[src/design/llcp_dly.sv]
module llcp_dly #(
  parameter int W = 32,
  parameter int D = 4
) (
  input  logic         clk,
  input  logic         en,
  input  logic [W-1:0] d,
  output logic [W-1:0] q
);

  logic [W-1:0] tap [D];

  always_ff @(posedge clk) begin
    if (en) begin
      tap[0] <= d;
      for (int i = 1; i < D; i++) begin
        tap[i] <= tap[i-1];
      end
    end
  end

  assign q = tap[D-1];

endmodule

[config.mk]
export PLATFORM = sky130hd
export DESIGN_NAME = llcp_dly
export DESIGN_NICKNAME = d
export VERILOG_FILES = /design/src/design/llcp_dly.sv
export SDC_FILE = /design/constraint.sdc
export NUM_CORES = 1
export LEC_CHECK = 0
export ABC_CLOCK_PERIOD_IN_PS = 1200
export BUFFER_PORTS_ARGS = -buffer_cell sky130_fd_sc_hd__buf_2
export CAP_MARGIN = 20
export CORE_MARGIN = 2
export CORE_UTILIZATION = 55
export DETAILED_ROUTE_END_ITERATION = 8
export GPL_TIMING_DRIVEN = 0
export PLACE_DENSITY = 0.83
export SLEW_MARGIN = 20
export SYNTH_ARGS = -nofsm -noshare
export SYNTH_HDL_FRONTEND = slang
export SYNTH_SLANG_ARGS = --single-unit
[constraint.sdc]
create_clock -name clk -period 1.2 [get_ports clk]
set_input_delay 0.18 -clock clk [delete_from_list [all_inputs] [get_ports clk]]
set_output_delay 0.18 -clock clk [all_outputs]
set_load 0.02 [all_outputs]
* Yosys cells after proc, flatten, opt, wreduce, memory -nomap -nowiden
Memory sizes are Yosys's and may differ from the RTL's. Cells that the tools add are included.
Cells by class: muxes and demuxes 2
Operators with widths (number):
- $mux W1 | 2
Storage, ports and cells: input port bits 34, memories 1, bits in writable memories 128, register bits after elaboration 0, logic and storage cells 3
Memory list:
- tap | words 4, width 32, read ports 4, clocked after Yosys merged registers in 0, write ports 4, line 11 | logic [W-1:0] tap [D];

* Depth between registers and ports, before layout
Gate-level depths: netlist (run 1).
depth after elaboration 2, mapped depth 0, depth with buffers taken out 0

* Worst setup path before layout (run 1)
OpenSTA, ideal clock, no wires.
path type register to output, from memory tap[3][0], to output q[0], path slack 0.571 ns, buffers on the path 0, required time 1.020 ns, data arrival time 0.449 ns, cell stages (with the launch flop) 1, path through edfxtp_1
RTL lines:
- from (decl) | line 11
- to (decl) | line 8 | output logic [W-1:0] q

==> impl_metrics.py, run 1 <==
metrics = {
    "drt": {
        "wirelength_mm": 5.43,
        "num_vias": 1603,
        "dr.pass1.iters": 4,
        "ant_nets": 0,
        "route.detailed.drc": 0,
        "drt_iter0_markers": 165,
        "vias_per_cell": 4.53,
        "drt-wirelength-per-cell_microns": 15.3,
    },
    "worst_setup_path": {
        "crit_arrival_ns": 1.06,
        "startpoint": "tap[3][27]$_DFFE_PP_",
        "path_cells": "buf_6",
        "path_class": "flip-flop to output pin",
        "endpoint_kind": "output pin",
        "start_kind": "flip-flop",
        "cp_data_required_time_ns": 1.02,
        "cp_slowest_cell": "edfxtp_1",
        "r2r-start": "tap[0][28]$_DFFE_PP_",
        "critPathTopFamily": "flip-flops",
        "path_max_fanout": 1,
        "max_stage_delay_ns": 0.41,
        "cp.buffers_inverters": 1,
    },
    "clock_tree": {
        "post_cts.repair.setup_buffers": 0,
        "insertion_delay_ns": 0.49,
        "clkSinkCount": 128,
        "cts_made_buffers": 17,
        "cts_tree": "done",
        "clock-root-buffer": "clkbuf_8",
        "cts_buffer_depth": 2,
        "path_clk_slew_ns": 0.06,
        "ctsHtreeMaxLevel": 4,
    },
    "timing": {
        "rsz0062_at_grt": "yes",
        "tightest_slew_ns": 0.572,
        "skew_ns": 0.00436,
        "finalMaxSlewViolations": 0,
        "setup_ws_ns": -0.0371,
        "slew_headroom_pct": 61.9,
        "fin_crit_sh_pct": 103,
        "fmax_mhz": 808,
        "setup_viol": 12,
        "hold_viol_final": 0,
        "layout_min_cycle_time_ns": 1.24,
    },
    "global_routing": {
        "grt_usage_pct": 15.2,
        "grt_pass1_wl_mm": 7.95,
        "grt_pass1_vias": 1555,
        "antenna_found_initial": 0,
        "grt_overflow_total": 0,
        "grt_max_degree": 66,
    },
    "die": {
        "chipWidth_microns": 87.6,
        "die_area_sq_um": 7670,
        "initial_core_util_pct": 56.6,
        "io_pins": 66,
        "rows": 30,
        "core_sq_um": 6790,
        "die_y_microns": 87.6,
    },
    "placed_design": {
        "numPortBuffers": 65,
        "place_congestion": 0.657,
        "dpl_cell_area_sq_um": 4320,
        "place_ws_ns": -0.158,
        "hpwlAfterDp_mm": 2.53,
        "dp_cells": 290,
    },
    "synthesis": {
        "syn-num-nets": 162,
        "yosys.cell_types.count": 1,
        "yosysSeqAreaShare_pct": 100,
        "synth_area_sq_um": 3840,
        "synth_area_per_cell_sq_um": 30.0,
        "yosys_warnings": 0,
        "syn_inst": 128,
        "ys_ff_latch": 128,
    },
    "cells_and_area": {
        "ff_latch_area_sq_um": 3840,
        "mostFrequentLayoutCell": "edfxtp_1",
        "final_design_area_no_fill_sq_um": 5430,
        "largest_register": "tap",
        "num-multi-input-gates": 0,
        "num-fill-cells": 322,
        "multi_input_area_sq_um": 0,
        "drive_gt1_share_pct": 37.6,
        "layout.cells.non_filler": 354,
        "utilization_pct": 79.9,
        "largest_reg_flops": 128,
        "final_nets": 279,
        "reg.largest.list": "tap: 128 flops",
        "area_growth_pct": 41.3,
        "final_cell_mix": "edfxtp_1 (128), buf_2 (39), dlygate4sd3_1 (32), buf_6 (26), clkbuf_16 (16)",
        "diodes": 0,
    },
    "flow_run": {
        "maxCapViolCount": 0,
    },
    "worst_hold_path": {
        "hold_class": "input pin to flip-flop",
        "hold_start": "en",
    },
    "power": {
        "power_density_nw_per_um2": 2040,
        "peakVddDrop_mv": 1.93,
        "leakagePower_nw": 2.01,
    },
    "outcome": {
        "status": "finished, violations left",
        "violations": "negative setup slack",
    },
}
## routing by layer
| metal | vias to the layer above | global-route usage, % | wire length, microns |
|---|---|---|---|
| met5 | - | 0 | 0 |
| met4 | 0 | 6.29 | 70 |
| met3 | 6 | 6.97 | 228 |
| met1 | 773 | 16.3 | 2040 |
| met2 | 63 | 26.1 | 3090 |
| li1 | 761 | - | - |
## power breakdown
group          total, W  leakage (nW)  internal, W  switching [W]
clock network   0.00531         0.301      0.00357        0.00174
registers       0.00536          1.25      0.00528      0.0000836
logic          0.000427         0.457     0.000209       0.000217
total            0.0111          2.01      0.00905        0.00204
## cell families after synthesis
| kind of cell | after synthesis | share of synthesized area [%] |
|---|---|---|
| flops | 128 | 100 |
## synth_stat cells, drive strengths merged
library cell | instances | share of area [%]
edfxtp | 128 | 100
## repair_timing
| item | 4_1_cts | 5_1_grt |
|---|---|---|
| resized for setup | 18 | 32 |
| setup endpoints to repair | 26 | 32 |
| hold buffers | 32 | 0 |
| hold endpoints to repair | 32 | 0 |
## final cells by class
cell class / instances / area share [%]
tap: 96 / 2.21
clock buffer: 17 / 7.62
clock inverter: 15 / 4.01
timing repair buffer: 98 / 15.4
sequential: 128 / 70.8
## metrics by stage
stage | hold WS, ns | setup TNS, ns | total power, W
floorplan | 0.279 | 0 | 0.00550
global placement | 0.356 | -163.17 | 0.00568
detailed placement | 0.358 | -9.91 | 0.00572
CTS | 0.166 | -0.430 | 0.0111
global route | 0.173 | -1.49 | 0.0114
finish | 0.179 | -0.187 | 0.0111
## worst paths after layout
check	endpoint	slack (ns)	cells after the start
setup / recovery	q[27]	-0.04	1
hold / removal	tap[0][28]$_DFFE_PP_	0.18	1
setup reg to reg	tap[1][28]$_DFFE_PP_	0.55	0
hold reg to reg	tap[1][1]$_DFFE_PP_	0.42	0
Note: power is estimated with default switching activity, not from simulation.
==> inputs of run 2 (changes only) <==
- RECOVER_POWER: unset -> 50
- REMOVE_ABC_BUFFERS: unset -> 1
==> impl_metrics.py, run 2 (synthesis results as in run 1) <==
metrics = {
    "die": {
        "die_y_microns": 87.6,
        "rows": 30,
        "chipWidth_microns": 87.6,
        "io_pins": 66,
        "die_area_sq_um": 7670,
        "initial_core_util_pct": 56.6,
        "core_sq_um": 6790,
    },
    "worst_setup_path": {
        "endpoint_kind": "output pin",
        "worstSetupEndpoint": "q[27]",
        "startpoint": "tap[3][27]$_DFFE_PP_",
        "crit_arrival_ns": 1.06,
        "cp_data_required_time_ns": 1.02,
        "path_class": "flip-flop to output pin",
        "reg2reg_slack_ns": 0.55,
        "start_kind": "flip-flop",
        "critPathTopFamily": "flip-flops",
        "path_cells": "buf_6",
        "worst-path-stages": 1,
        "cp_slowest_cell": "edfxtp_1",
        "max_stage_delay_ns": 0.41,
        "r2r-start": "tap[0][28]$_DFFE_PP_",
        "path_max_fanout": 1,
        "reg2reg_to": "tap[1][28]$_DFFE_PP_",
        "reg2reg_depth": 0,
        "cp.buffers_inverters": 1,
    },
    "global_routing": {
        "grt_overflow_total": 0,
        "grt_max_degree": 66,
        "grt_pass1_vias": 1555,
        "grt_pass1_wl_mm": 7.95,
        "grt_usage_pct": 15.2,
        "antenna_found_initial": 0,
    },
    "timing": {
        "setup_viol": 12,
        "setup_ws_ns": -0.0372,
        "fmax_mhz": 808,
        "slew_headroom_pct": 43.0,
        "setup-tns-final_ns": -0.176,
        "hold_viol_final": 0,
        "layout_min_cycle_time_ns": 1.24,
        "fin_crit_sh_pct": 103,
        "finalMaxSlewViolations": 0,
        "tightest_slew_ns": 0.855,
        "rsz0062_at_grt": "yes",
        "skew_ns": 0.00436,
    },
    "placed_design": {
        "dpl_cell_area_sq_um": 4320,
        "dp_cells": 290,
        "numPortBuffers": 65,
        "hpwlAfterDp_mm": 2.53,
        "place_congestion": 0.657,
    },
    "power": {
        "sequentialPowerShare_pct": 48.3,
        "power_density_nw_per_um2": 2050,
        "leakagePower_nw": 2.00,
        "power_switching_w": 0.00204,
        "comb_power_share_pct": 3.8,
        "power_frac_clock_pct": 47.9,
        "power_switching_share_pct": 18.4,
        "total_power_w": 0.0111,
        "peakVddDrop_mv": 1.93,
        "intPower_w": 0.00905,
    },
    "clock_tree": {
        "cts_made_buffers": 17,
        "cts_tree": "done",
        "insertion_delay_ns": 0.49,
        "ctsHtreeMaxLevel": 4,
        "cts_buffer_depth": 2,
        "clock-root-buffer": "clkbuf_8",
        "post_cts.repair.setup_buffers": 0,
        "clkSinkCount": 128,
        "path_clk_slew_ns": 0.06,
    },
    "cells_and_area": {
        "utilization_pct": 79.8,
        "reg.largest.list": "tap: 128 flops",
        "largest_register": "tap",
        "drive_gt1_share_pct": 36.4,
        "layout.cells.non_filler": 354,
        "diodes": 0,
        "largest_reg_flops": 128,
        "final_nets": 279,
        "mostFrequentLayoutCell": "edfxtp_1",
        "final_design_area_no_fill_sq_um": 5420,
        "num-multi-input-gates": 0,
        "area_growth_pct": 41.1,
        "final_cell_mix": "edfxtp_1 (128), buf_2 (36), dlygate4sd3_1 (32), buf_6 (25), clkbuf_16 (16)",
        "multi_input_area_sq_um": 0,
    },
    "drt": {
        "vias_per_cell": 4.51,
        "route.detailed.drc": 0,
        "num_vias": 1596,
        "dr.pass1.iters": 5,
        "ant_nets": 0,
        "drt_iter0_markers": 161,
        "drt-wirelength-per-cell_microns": 15.3,
        "wirelength_mm": 5.42,
    },
    "outcome": {
        "status": "finished, violations left",
        "violations": "negative setup slack",
    },
    "flow_run": {
        "maxCapViolCount": 0,
    },
    "worst_hold_path": {
        "hold_class": "input pin to flip-flop",
    },
}
-- run 2: final cells by class --
class | count | area, sq um
Clock buffer | 17 | 414
Clock inverter | 15 | 218
Fill cell | 326 | 1370
Sequential cell | 128 | 3840
Tap cell | 96 | 120
Timing Repair Buffer | 98 | 828
-- run 2: layer usage --
metal  routed length, microns  vias to the layer above  track usage [%]
met4                       71                        0             6.29
met2                     3080                       61             26.1
met5                        0                        -                0
met1                     2040                      769             16.3
li1                         -                      760                -
met3                      227                        6             6.97
-- run 2: worst min-delay path by stage --
stage,cells after the start,slack (ns),from,endpoint
6_report,2,0.40,d[9],tap[0][9]$_DFFE_PP_
5_1_grt,2,0.37,d[9],tap[0][9]$_DFFE_PP_
4_1_cts,1,0.17,en,tap[0][0]$_DFFE_PP_
3_5_place_dp,1,0.36,d[9],tap[0][9]$_DFFE_PP_
3_3_place_gp,1,0.36,d[9],tap[0][9]$_DFFE_PP_
2_1_floorplan,0,0.28,d[0],tap[0][0]$_DFFE_PP_
-- run 2: timing repair --
action / CTS / global route
gates resized for setup: 18 / 32
setup endpoints to repair: 26 / 32
hold endpoints to repair: 32 / 0
hold buffers: 32 / 0
-- run 2: power by group through the flow --
stage	registers [W]	logic, W	clock network (W)
after floorplan	0.00550	0	0
after global placement	0.00542	0.000261	0
after detailed placement	0.00543	0.000284	0
after CTS	0.00535	0.000387	0.00537
after global routing	0.00538	0.000448	0.00560
final	0.00536	0.000424	0.00531
-- run 2: through the flow --
step	setup WS [ns]	hold WS, ns
after floorplan	0.571	0.279
after global placement	-1.28	0.356
after detailed placement	-0.158	0.358
after CTS	-0.0496	0.166
after global routing	-0.0993	0.370
final	-0.0372	0.402
